**config.mk**
```make
export PLATFORM = sky130hd
export DESIGN_NAME = soft_timer_bank
export DESIGN_NICKNAME = d
export VERILOG_FILES = /design/src/rtl/stb_pkg.sv /design/src/rtl/stb_ctrl.sv /design/src/rtl/stb_dp.sv /design/src/rtl/soft_timer_bank.sv
export VERILOG_INCLUDE_DIRS = /design/src /design/src/rtl
export SDC_FILE = /design/constraint.sdc
export NUM_CORES = 2
export LEC_CHECK = 0
export ABC_AREA = 0
export ABC_CLOCK_PERIOD_IN_PS = 7340
export BUFFER_PORTS_ARGS = -buffer_cell sky130_fd_sc_hd__buf_4
export CAP_MARGIN = 20
export CORE_UTILIZATION = 55
export CTS_BUF_LIST = sky130_fd_sc_hd__clkbuf_8
export DETAILED_ROUTE_END_ITERATION = 7
export HOLD_SLACK_MARGIN = 0.1
export PLACE_DENSITY_LB_ADDON = 0.08
export REMOVE_ABC_BUFFERS = 1
export SLEW_MARGIN = 20
export SYNTH_ARGS = -nofsm -noshare
export SYNTH_HDL_FRONTEND = slang
export SYNTH_SLANG_ARGS = --single-unit
```
**constraint.sdc**
```tcl
create_clock -name aclk -period 7.34 [get_ports aclk]
set_input_delay 0.367 -clock aclk [delete_from_list [all_inputs] [get_ports aclk]]
set_output_delay 0.367 -clock aclk [all_outputs]
set_load 0.05 [all_outputs]
```
**src/rtl/assert_macros.svh**
```systemverilog
// assertion helpers shared by the rtl
`ifndef ASSERT_MACROS_SVH
`define ASSERT_MACROS_SVH

`ifndef SYNTHESIS

// checked only out of reset
`define ASSERT_PROP(lbl, clk, rstn, prop, msg) \
    lbl: assert property (@(posedge clk) disable iff (!(rstn)) prop) else $error(msg);

// checked on every edge, reset included
`define ASSERT_ALWAYS(lbl, clk, prop, msg) \
    lbl: assert property (@(posedge clk) prop) else $error(msg);

`else

`define ASSERT_PROP(lbl, clk, rstn, prop, msg)
`define ASSERT_ALWAYS(lbl, clk, prop, msg)

`endif

`endif

```
**src/rtl/stb_pkg.sv**
```systemverilog
package stb_pkg;

    localparam int NUM_SLOTS  = 16;
    localparam int IDX_W      = (NUM_SLOTS > 1) ? $clog2(NUM_SLOTS) : 1;
    localparam int SLOT_W     = 4;
    localparam int TICK_W     = 32;
    localparam int STEP_W     = 10;
    localparam int ACTION_W   = 3;
    localparam int KIND_W     = 2;

    localparam int S_TDATA_W  = 72;
    localparam int M_TDATA_W  = 8;
    localparam int DELAY_LSB  = SLOT_W;
    localparam int RELOAD_LSB = SLOT_W + TICK_W;

    localparam int APB_ADDR_W = 3;
    localparam int APB_DATA_W = 32;

    localparam logic [STEP_W-1:0] STEP_RESET = STEP_W'(1);
    localparam logic REG_SEL_STEP = 1'b0;

    typedef enum logic [ACTION_W-1:0] {
        ACT_REGISTER = 3'd0,
        ACT_SET      = 3'd1,
        ACT_START    = 3'd2,
        ACT_STOP     = 3'd3,
        ACT_UNREG    = 3'd4,
        ACT_TICK     = 3'd5,
        ACT_SCAN     = 3'd6
    } action_t;

    typedef enum logic [KIND_W-1:0] {
        KIND_EXPIRY   = 2'd0,
        KIND_SET_OK   = 2'd1,
        KIND_SET_FAIL = 2'd2
    } kind_t;

    typedef enum logic [2:0] {
        ST_IDLE,
        ST_EXEC,
        ST_SET_PUSH,
        ST_SCAN_EVAL,
        ST_SCAN_END
    } state_t;

    typedef struct packed {
        logic item_load;
        logic simple_exec;
        logic set_push;
        logic scan_start;
        logic scan_step;
        logic end_push;
    } stb_cmd_t;

    typedef struct packed {
        logic [ACTION_W-1:0] action;
        logic                at_last;
        logic                stall;
        logic                held_valid;
        logic                out_free;
    } stb_sts_t;

endpackage

```
**src/rtl/stb_ctrl.sv**
```systemverilog
`include "assert_macros.svh"

module stb_ctrl
    import stb_pkg::*;
(
    input  logic     aclk,
    input  logic     aresetn,
    input  logic     s_tvalid,
    output logic     s_tready,
    input  stb_sts_t sts,
    output stb_cmd_t cmd
);

    state_t state_reg;
    state_t state_next;

    always_ff @(posedge aclk) begin
        if (!aresetn) begin
            state_reg <= ST_IDLE;
        end else begin
            state_reg <= state_next;
        end
    end

    always_comb begin
        state_next = state_reg;
        unique case (state_reg)
            ST_IDLE: begin
                if (s_tvalid) begin
                    state_next = ST_EXEC;
                end
            end
            ST_EXEC: begin
                unique case (sts.action)
                    ACT_SET:  state_next = ST_SET_PUSH;
                    ACT_SCAN: state_next = ST_SCAN_EVAL;
                    default:  state_next = ST_IDLE;
                endcase
            end
            ST_SET_PUSH: begin
                if (sts.out_free) begin
                    state_next = ST_IDLE;
                end
            end
            ST_SCAN_EVAL: begin
                if (!sts.stall && sts.at_last) begin
                    state_next = ST_SCAN_END;
                end
            end
            ST_SCAN_END: begin
                if (!sts.held_valid || sts.out_free) begin
                    state_next = ST_IDLE;
                end
            end
            default: state_next = ST_IDLE;
        endcase
    end

    always_comb begin
        cmd      = '0;
        s_tready = 1'b0;
        unique case (state_reg)
            ST_IDLE: begin
                s_tready      = aresetn;
                cmd.item_load = s_tvalid && aresetn;
            end
            ST_EXEC: begin
                unique case (sts.action)
                    ACT_SET:  cmd.simple_exec = 1'b0;
                    ACT_SCAN: cmd.scan_start  = 1'b1;
                    default:  cmd.simple_exec = 1'b1;
                endcase
            end
            ST_SET_PUSH:  cmd.set_push  = sts.out_free;
            ST_SCAN_EVAL: cmd.scan_step = !sts.stall;
            ST_SCAN_END:  cmd.end_push  = sts.held_valid && sts.out_free;
            default: ;
        endcase
    end

    `ASSERT_PROP(a_push_free, aclk, aresetn,
        (cmd.set_push || cmd.end_push) |-> sts.out_free, "push while output busy")
    `ASSERT_PROP(a_step_nostall, aclk, aresetn,
        cmd.scan_step |-> !sts.stall, "scan step taken while stalled")
    `ASSERT_PROP(a_end_idle, aclk, aresetn,
        (state_reg == ST_SCAN_END && !sts.held_valid) |=> state_reg == ST_IDLE,
        "scan end did not return to idle")

endmodule

```
**src/rtl/stb_dp.sv**
```systemverilog
`include "assert_macros.svh"

module stb_dp
    import stb_pkg::*;
(
    input  logic                 aclk,
    input  logic                 aresetn,
    input  stb_cmd_t             cmd,
    output stb_sts_t             sts,
    input  logic [STEP_W-1:0]    tick_step,
    input  logic [ACTION_W-1:0]  in_action,
    input  logic [SLOT_W-1:0]    in_slot,
    input  logic [TICK_W-1:0]    in_delay,
    input  logic [TICK_W-1:0]    in_reload,
    output logic                 m_tvalid,
    input  logic                 m_tready,
    output logic [SLOT_W-1:0]    m_slot,
    output logic [KIND_W-1:0]    m_kind,
    output logic                 m_last
);

    // input item
    logic [ACTION_W-1:0] act_reg;
    logic [SLOT_W-1:0]   slot_reg;
    logic [TICK_W-1:0]   delay_reg;
    logic [TICK_W-1:0]   reload_reg;

    logic [TICK_W-1:0]    tick_now_reg, tick_now_next;
    logic [NUM_SLOTS-1:0] regd_reg, regd_next;
    logic [NUM_SLOTS-1:0] en_reg, en_next;
    logic [IDX_W-1:0]     idx_reg, idx_next;
    logic                 held_valid_reg, held_valid_next;
    logic [IDX_W-1:0]     held_slot_reg, held_slot_next;

    logic                 m_valid_reg;
    logic [SLOT_W-1:0]    m_slot_reg;
    logic [KIND_W-1:0]    m_kind_reg;
    logic                 m_last_reg;

    // slot tables
    logic [TICK_W-1:0] st_mem [NUM_SLOTS];
    logic [TICK_W-1:0] cd_mem [NUM_SLOTS];
    logic [TICK_W-1:0] rl_mem [NUM_SLOTS];
    logic [TICK_W-1:0] st_q, cd_q, rl_q;

    logic [IDX_W-1:0]  sidx;
    logic              in_range;
    logic              set_ok;
    logic              active, due, emit, out_free;
    logic              rd_en;
    logic [IDX_W-1:0]  rd_addr, wr_idx;
    logic              st_we, cd_we, rl_we;
    logic [TICK_W-1:0] cd_wdata;
    logic              push_out;

    assign sidx     = IDX_W'(slot_reg);
    assign in_range = 32'(slot_reg) < NUM_SLOTS;
    assign set_ok   = in_range && regd_reg[sidx];
    assign out_free = !m_valid_reg || m_tready;

    assign active = regd_reg[idx_reg] && en_reg[idx_reg];
    assign due    = active && ((tick_now_reg - st_q) >= cd_q);
    assign emit   = due && (cd_q != '0);

    assign sts.action     = act_reg;
    assign sts.at_last    = idx_reg == IDX_W'(NUM_SLOTS - 1);
    assign sts.stall      = emit && held_valid_reg && !out_free;
    assign sts.held_valid = held_valid_reg;
    assign sts.out_free   = out_free;

    always_ff @(posedge aclk) begin
        if (cmd.item_load) begin
            act_reg    <= in_action;
            slot_reg   <= in_slot;
            delay_reg  <= in_delay;
            reload_reg <= in_reload;
        end
    end

    // state update
    always_comb begin
        tick_now_next   = tick_now_reg;
        regd_next       = regd_reg;
        en_next         = en_reg;
        idx_next        = idx_reg;
        held_valid_next = held_valid_reg;
        held_slot_next  = held_slot_reg;
        if (cmd.simple_exec) begin
            case (act_reg)
                ACT_REGISTER: begin
                    if (in_range && !regd_reg[sidx]) begin
                        regd_next[sidx] = 1'b1;
                        en_next[sidx]   = 1'b0;
                    end
                end
                ACT_START: begin
                    if (in_range) begin
                        en_next[sidx] = 1'b1;
                    end
                end
                ACT_STOP: begin
                    if (in_range) begin
                        en_next[sidx] = 1'b0;
                    end
                end
                ACT_UNREG: begin
                    if (in_range) begin
                        regd_next[sidx] = 1'b0;
                    end
                end
                ACT_TICK: tick_now_next = tick_now_reg + TICK_W'(tick_step);
                default: ;
            endcase
        end
        if (cmd.scan_start) begin
            idx_next        = '0;
            held_valid_next = 1'b0;
        end
        if (cmd.scan_step) begin
            if (due && rl_q == '0) begin
                en_next[idx_reg] = 1'b0;
            end
            if (emit) begin
                held_valid_next = 1'b1;
                held_slot_next  = idx_reg;
            end
            if (!sts.at_last) begin
                idx_next = idx_reg + IDX_W'(1);
            end
        end
        if (cmd.end_push) begin
            held_valid_next = 1'b0;
        end
    end

    always_ff @(posedge aclk) begin
        if (!aresetn) begin
            tick_now_reg   <= '0;
            regd_reg       <= '0;
            en_reg         <= '0;
            idx_reg        <= '0;
            held_valid_reg <= 1'b0;
        end else begin
            tick_now_reg   <= tick_now_next;
            regd_reg       <= regd_next;
            en_reg         <= en_next;
            idx_reg        <= idx_next;
            held_valid_reg <= held_valid_next;
        end
    end

    always_ff @(posedge aclk) begin
        held_slot_reg <= held_slot_next;
    end

    // table access
    assign rd_en    = cmd.scan_start || (cmd.scan_step && !sts.at_last);
    assign rd_addr  = cmd.scan_start ? '0 : idx_reg + IDX_W'(1);
    assign wr_idx   = cmd.scan_step ? idx_reg : sidx;
    assign st_we    = (cmd.simple_exec && act_reg == ACT_REGISTER && in_range)
                    || (cmd.scan_step && due && rl_q != '0);
    assign cd_we    = (cmd.set_push && set_ok) || (cmd.scan_step && due && rl_q != '0);
    assign rl_we    = cmd.set_push && set_ok;
    assign cd_wdata = cmd.scan_step ? rl_q : delay_reg;

    always_ff @(posedge aclk) begin
        if (st_we) begin
            st_mem[wr_idx] <= tick_now_reg;
        end
        if (cd_we) begin
            cd_mem[wr_idx] <= cd_wdata;
        end
        if (rl_we) begin
            rl_mem[wr_idx] <= reload_reg;
        end
    end

    always_ff @(posedge aclk) begin
        if (rd_en) begin
            st_q <= st_mem[rd_addr];
            cd_q <= cd_mem[rd_addr];
            rl_q <= rl_mem[rd_addr];
        end
    end

    // result register
    assign push_out = cmd.set_push || cmd.end_push
                    || (cmd.scan_step && emit && held_valid_reg);

    always_ff @(posedge aclk) begin
        if (!aresetn) begin
            m_valid_reg <= 1'b0;
        end else if (push_out) begin
            m_valid_reg <= 1'b1;
        end else if (m_tready) begin
            m_valid_reg <= 1'b0;
        end
    end

    always_ff @(posedge aclk) begin
        if (push_out) begin
            m_slot_reg <= cmd.set_push ? slot_reg : SLOT_W'(held_slot_reg);
            m_kind_reg <= cmd.set_push ? (set_ok ? KIND_SET_OK : KIND_SET_FAIL)
                                       : KIND_EXPIRY;
            m_last_reg <= cmd.set_push || cmd.end_push;
        end
    end

    assign m_tvalid = m_valid_reg;
    assign m_slot   = m_slot_reg;
    assign m_kind   = m_kind_reg;
    assign m_last   = m_last_reg;

    `ASSERT_PROP(a_set_last, aclk, aresetn,
        (m_valid_reg && m_kind_reg != KIND_EXPIRY) |-> m_last_reg,
        "set result without last")
    `ASSERT_PROP(a_no_overwrite, aclk, aresetn,
        push_out |-> out_free, "waiting result overwritten")
    `ASSERT_PROP(a_held_order, aclk, aresetn,
        (cmd.scan_step && held_valid_reg) |-> held_slot_reg < idx_reg,
        "held expiry not from an earlier slot")

endmodule

```
**src/rtl/soft_timer_bank.sv**
```systemverilog
// Bank of NUM_SLOTS timer slots sharing a 32-bit tick counter, moved by ticks only. Each input
// transaction carries an action in s_tuser: register, set values, start, stop, unregister,
// tick (adds tick_step, APB register at offset 0, reset 1) or scan. Set values always
// returns one result (ok or unregistered). A scan walks the slots in index order and returns
// one expiry result per due slot with a nonzero delay, the final one flagged with tlast; a scan
// with nothing due returns nothing. The block takes one transaction at a time. A scan reads
// the slot tables through their single read port, one slot per cycle unless the result side
// stalls.
`include "assert_macros.svh"

module soft_timer_bank
    import stb_pkg::*;
(
    input  logic                  aclk,
    input  logic                  aresetn,
    // apb
    input  logic                  psel,
    input  logic                  penable,
    input  logic                  pwrite,
    input  logic [APB_ADDR_W-1:0] paddr,
    input  logic [APB_DATA_W-1:0] pwdata,
    output logic [APB_DATA_W-1:0] prdata,
    output logic                  pready,
    // input stream
    input  logic                  s_tvalid,
    output logic                  s_tready,
    input  logic [S_TDATA_W-1:0]  s_tdata,   // slot, first_delay, reload_interval, zero pad
    input  logic [ACTION_W-1:0]   s_tuser,   // action
    // result stream
    output logic                  m_tvalid,
    input  logic                  m_tready,
    output logic [M_TDATA_W-1:0]  m_tdata,   // slot_out, zero pad
    output logic [KIND_W-1:0]     m_tuser,   // kind
    output logic                  m_tlast
);

    logic [STEP_W-1:0] tick_step_reg;
    logic              cfg_wr;
    stb_cmd_t          cmd;
    stb_sts_t          sts;
    logic [SLOT_W-1:0] m_slot;

    assign pready = 1'b1;
    assign cfg_wr = psel && penable && pwrite && pready;

    always_ff @(posedge aclk) begin
        if (!aresetn) begin
            tick_step_reg <= STEP_RESET;
        end else if (cfg_wr && paddr[APB_ADDR_W-1] == REG_SEL_STEP) begin
            tick_step_reg <= pwdata[STEP_W-1:0];
        end
    end

    assign prdata = (paddr[APB_ADDR_W-1] == REG_SEL_STEP) ? APB_DATA_W'(tick_step_reg) : '0;

    stb_ctrl u_ctrl (
        .aclk     (aclk),
        .aresetn  (aresetn),
        .s_tvalid (s_tvalid),
        .s_tready (s_tready),
        .sts      (sts),
        .cmd      (cmd)
    );

    stb_dp u_dp (
        .aclk      (aclk),
        .aresetn   (aresetn),
        .cmd       (cmd),
        .sts       (sts),
        .tick_step (tick_step_reg),
        .in_action (s_tuser),
        .in_slot   (s_tdata[SLOT_W-1:0]),
        .in_delay  (s_tdata[DELAY_LSB +: TICK_W]),
        .in_reload (s_tdata[RELOAD_LSB +: TICK_W]),
        .m_tvalid  (m_tvalid),
        .m_tready  (m_tready),
        .m_slot    (m_slot),
        .m_kind    (m_tuser),
        .m_last    (m_tlast)
    );

    assign m_tdata = M_TDATA_W'(m_slot);

    `ASSERT_PROP(a_cfg_idle, aclk, aresetn,
        (cfg_wr && paddr[APB_ADDR_W-1] == REG_SEL_STEP) |-> s_tready,
        "tick_step written while busy")
    `ASSERT_ALWAYS(a_ready_ack, aclk, pready, "pready low")
    `ASSERT_PROP(a_accept_busy, aclk, aresetn,
        (s_tvalid && s_tready) |=> !s_tready, "second transaction taken while busy")

endmodule

```
==> reports/results.md <==
| Group | Item | This run |
| --- | --- | --- |
| critical path | Beginning of the worst register-to-register path | u_dp.tick_now_reg[5]$_SDFFE_PN0P_ |
| worst hold path | Source of the worst hold timing path | s_tdata[32] |
| yosys | Dominant cell type by area after synthesis | sky130_fd_sc_hd__edfxtp_1 |
| critical path | Internal reg-to-reg setup slack | 620 ps |
| floorplan | Ports | 163 |
| grt | Vias in the first global route | 43351 |
| cts | TritonCTS clock tree | built |
| drt | Post-route antenna net violation count | 0 |
| drt | Wire length the detailed router placed on met1 | 80400 um |
| drt | Routed wire length per instance | 26.2 um |
| drt | DR pass1 iterations | 6 |
| critical path | Cell chain of the critical path | ha_1, a21oi_1, nor3b_1, o211ai_1, o21ai_0, a211oi_1, or4b_2, nand4_1, ha_1, nand4_1, or3_1, nor3_1, a221o_1, a211oi_4, a211oi_2, buf_4, nor2_4, buf_4, mux2_2 |
| critical path | Required arrival time at the worst endpoint | 7970 ps |
| yosys | Syn_area_per_cell | 15.0 um2 |
| place | Buffers added on ports | 107 |
| floorplan | # rows | 133 |
| critical path | FF-to-FF End | u_dp.cd_mem[11][31]$_DFFE_PP_ |
| floorplan | Floorplan core area | 132000 um2 |
| yosys | Total standard cell area after synthesis | 73100 um2 |
| place | Setup slack after placement | 722 ps |
| drt | Routed wl met2 | 88300 um |
| final layout | Share of post-route cells with drive strength above 1 | 16.8% |
| critical path | Classification of the worst setup path | flip-flop to flip-flop |
| critical path | Worst-path cell with the longest stage delay | sky130_fd_sc_hd__dfxtp_1 |
| yosys | Multiplexer share of the synthesized area | 7.06% |
| critical path | Register-to-Register Path Depth | 19 |
| critical path | Critical Path AT | 7350 ps |
| yosys | Top_reg_cell synth | sky130_fd_sc_hd__edfxtp_1 |
| yosys | Number of enable-type register cells in the synthesized netlist | 1714 |
| grt | Global-route wire length before repair | 281000 um |
| cts | Number of cells upsized or downsized after cts | 0 |
| yosys | Warnings from Yosys | 0 |
| drt | Drt drc | 0 |
| cts | Num CTS Buffers | 304 |
| yosys | Compound-gate portion of the synthesized area | 4.96% |
| sta | Worst max-slew margin expressed relative to the limit | 30.4% |
| cts | Clk_lat worst skew | 1000 ps |
| grt | Total congestion overflow after global routing | 0 |
| pwr | Max VDD drop | 0.000277 V |
| sta | Setup violations, final | 0 |
| cts | Clock edge transition at the registers on the reported setup and hold paths | 70 ps |
| grt | Number of antenna violations at the first check in global routing | 10 |
| critical path | CP Max Fanout | 19 |
| yosys | Gate count after technology mapping | 4876 |
| sta | Hold violation total from the final report | 0 |
| yosys | Sequential fraction of the synthesis area | 72.7% |
| place | Routability cong. | 0.857 |
| sta | Pin slew with the least headroom to its limit | 1040 ps |
| critical path | Highest cell delay on the worst timing path | 700 ps |
| place | Detailed placer's ending HPWL | 101000 um |
| sta | Setup total negative slack | 0 ps |
| sta | Shortest clock period the worst path allows after layout | 6720 ps |
| yosys | Area share of fa/ha/maj cells after synthesis | 1.37% |
| critical path | Launching instance or port of the critical path | u_dp.tick_now_reg[5]$_SDFFE_PN0P_ |
| sta | Unrepaired setup endpoints after global routing | no |
| floorplan | Die Footprint | 134000 um2 |
| drt | Via total after detailed routing | 44232 |
| floorplan | Initial cell density of the core | 55.5% |
| yosys | Simple-gate area share of the yosys netlist | 11.1% |
| cts | Total setup buffers inserted after CTS | 0 |
| critical path | Startpoint class of the critical path | flip-flop |
| drt | Wire length on met3 | 16000 um |
| critical path | CP endpoint kind | flip-flop |
| cts | CTS sink cnt | 1797 |
| sta | Fin Clk Skew | 82.7 ps |
| yosys | Number of distinct library cells after synthesis | 77 |
| final layout | Post-synthesis to final-layout area growth | 14.9% |
| floorplan | Die W | 367 um |
| cts | # hold bufs at CTS | 175 |
| yosys | Xor and xnor fraction of the mapped netlist area | 0.455% |
| cts | CTS H-tree lvls | 5 |
| drt | DRC marker count from the first detailed-route iteration | 4873 |
| sta | F_max | 149 MHz |
| pwr | Cell area power density | 234 nW/um2 |
| final layout | Largest registers ranked by flip-flop count | u_dp.cd_mem: 512 flops, u_dp.rl_mem: 512 flops, u_dp.st_mem: 512 flops |
| cts | Maximum clock path buffer count | 4 |
| outcome | Outcome | complete, no violations |
| sta | Period utilisation layout | 91.6% |
| grt | All-layer global routing usage | 28.4% |
| final layout | Fillcell total | 9570 |
| final layout | Number of nets in the finished design | 5506 |
| drt | Top metal layer carrying routed signals | met5 |
| yosys | Dominant combinational cell family by area after synthesis | simple AND/OR/NAND/NOR gates |
| cts | CTS root buffer | sky130_fd_sc_hd__clkbuf_8 |
| job | Max-capacitance violation count | 0 |
| yosys | Number of flip-flops and latches in the synthesized netlist | 1797 |
| pwr | Standby leakage power | 0.0285 uW |
| drt | Wire length reported by the detailed router | 190000 um |
| floorplan | Die Height | 367 um |
| yosys | Share of flip-flops with an asynchronous set or reset | 0% |
| drt | Via/cell ratio | 6.08 |
| sta | Max-slew violations | 0 |
| critical path | Last element of the critical path | u_dp.cd_mem[11][31]$_DFFE_PP_ |
| worst hold path | Kind of path behind the tightest hold check | input pin to flip-flop |
| sta | Final Worst Setup Slack | 616 ps |
| yosys | Top cells by area, synth | sky130_fd_sc_hd__edfxtp_1 (70%), sky130_fd_sc_hd__mux4_2 (6.4%), sky130_fd_sc_hd__nand2_1 (4.9%) |
| grt | Pin count of the biggest net entering global routing | 167 |
| yosys | Top-area cell type share of the netlist area | 70.4% |
worst min path at each step:
stage,to,slack [ps],cells after the start
floorplan,tick_step_reg[0]$_SDFFE_PN1P_,440,1
global placement,tick_step_reg[1]$_SDFFE_PN0P_,460,2
detailed placement,tick_step_reg[1]$_SDFFE_PN0P_,470,2
CTS,u_dp.delay_reg[3]$_DFFE_PP_,120,2
global route,u_dp.delay_reg[3]$_DFFE_PP_,170,2
finish,u_dp.delay_reg[28]$_DFFE_PP_,220,2
cell usage after synthesis (31+ instances only):
cell type and count:
sky130_fd_sc_hd__o21ai_0 68, sky130_fd_sc_hd__dfxtp_1 83, sky130_fd_sc_hd__inv_1 85, sky130_fd_sc_hd__nand2_1 957, sky130_fd_sc_hd__nand3_1 458, sky130_fd_sc_hd__mux4_2 209
sky130_fd_sc_hd__a21oi_1 119, sky130_fd_sc_hd__mux2_2 36, sky130_fd_sc_hd__buf_2 69, sky130_fd_sc_hd__nand2b_1 34, sky130_fd_sc_hd__clkbuf_1 187, sky130_fd_sc_hd__nor2b_1 31
sky130_fd_sc_hd__a311oi_1 101, sky130_fd_sc_hd__nor2_1 69, sky130_fd_sc_hd__edfxtp_1 1714, sky130_fd_sc_hd__and2_1 87, sky130_fd_sc_hd__ha_1 77, sky130_fd_sc_hd__a31oi_1 109
critical path: cells and delay by family, from the launching register on:
family          cells  cell delay [ps]
mux                 1              520
compound gates      7             1820
simple gates        7             2020
flops               1              700
fa+ha+maj           2              640
buf+inv             2              650
stage by stage:
step | cells | instance area, um2 | hold WS, ps | utilization (%) | power (uW)
5_1_grt | 7269 | 83900 | 171 | 63.8 | 20300
6_report | 7270 | 84000 | 224 | 63.8 | 19700
2_1_floorplan | 4592 | 71800 | 439 | - | 11800
3_5_place_dp | 6584 | 77000 | 472 | 58.5 | 11900
4_1_cts | 7264 | 83900 | 116 | 63.8 | 19800
3_3_place_gp | 6584 | 77000 | 465 | 58.5 | 11900
power breakdown:
part	leakage, uW	switching (uW)	total, uW	internal (uW)
Combinational	0.00915	333	530	198
Clock	0.00302	3820	7880	4050
Sequential	0.0163	67.3	11300	11200
routing by layer:
layer	GRT usage, %	vias up
met3	4.72	373
met5	0	-
met4	9.68	2
met2	43.6	2076
li1	-	19429
met1	41.6	22352
cell type report:
type | count | area [um2] | share of cell area (%)
diodes | 6 | 15.0 | 0.0179
clock buffers | 313 | 4310 | 5.13
clock inverters | 192 | 872 | 1.04
inverters | 86 | 323 | 0.385
multi-input cells | 2709 | 18900 | 22.6
flip-flops and latches | 1797 | 53100 | 63.3
well taps | 1755 | 2200 | 2.62
repair buffers | 412 | 4170 | 4.97
layout by cell type (no fill, tap or decap), drive strengths merged, types with 109 or more instances in the layout:
cell type	instances
edfxtp	1714
nand2	959
nand3	458
a31oi	109
inv	190
mux4	209
buf	237
clkbuf	313
dlygate4sd3	175
a21oi	121
cell families after synthesis:
family	count (synthesis)
buffers and inverters	395
AND/OR/NAND/NOR	1784
XOR/XNOR	38
adder cells (fa/ha/maj)	79
AO/OA/AOI/OAI	531
flip-flops	1797
other	2
multiplexers	250
No activity file was read; power rests on OpenSTA's default activity.
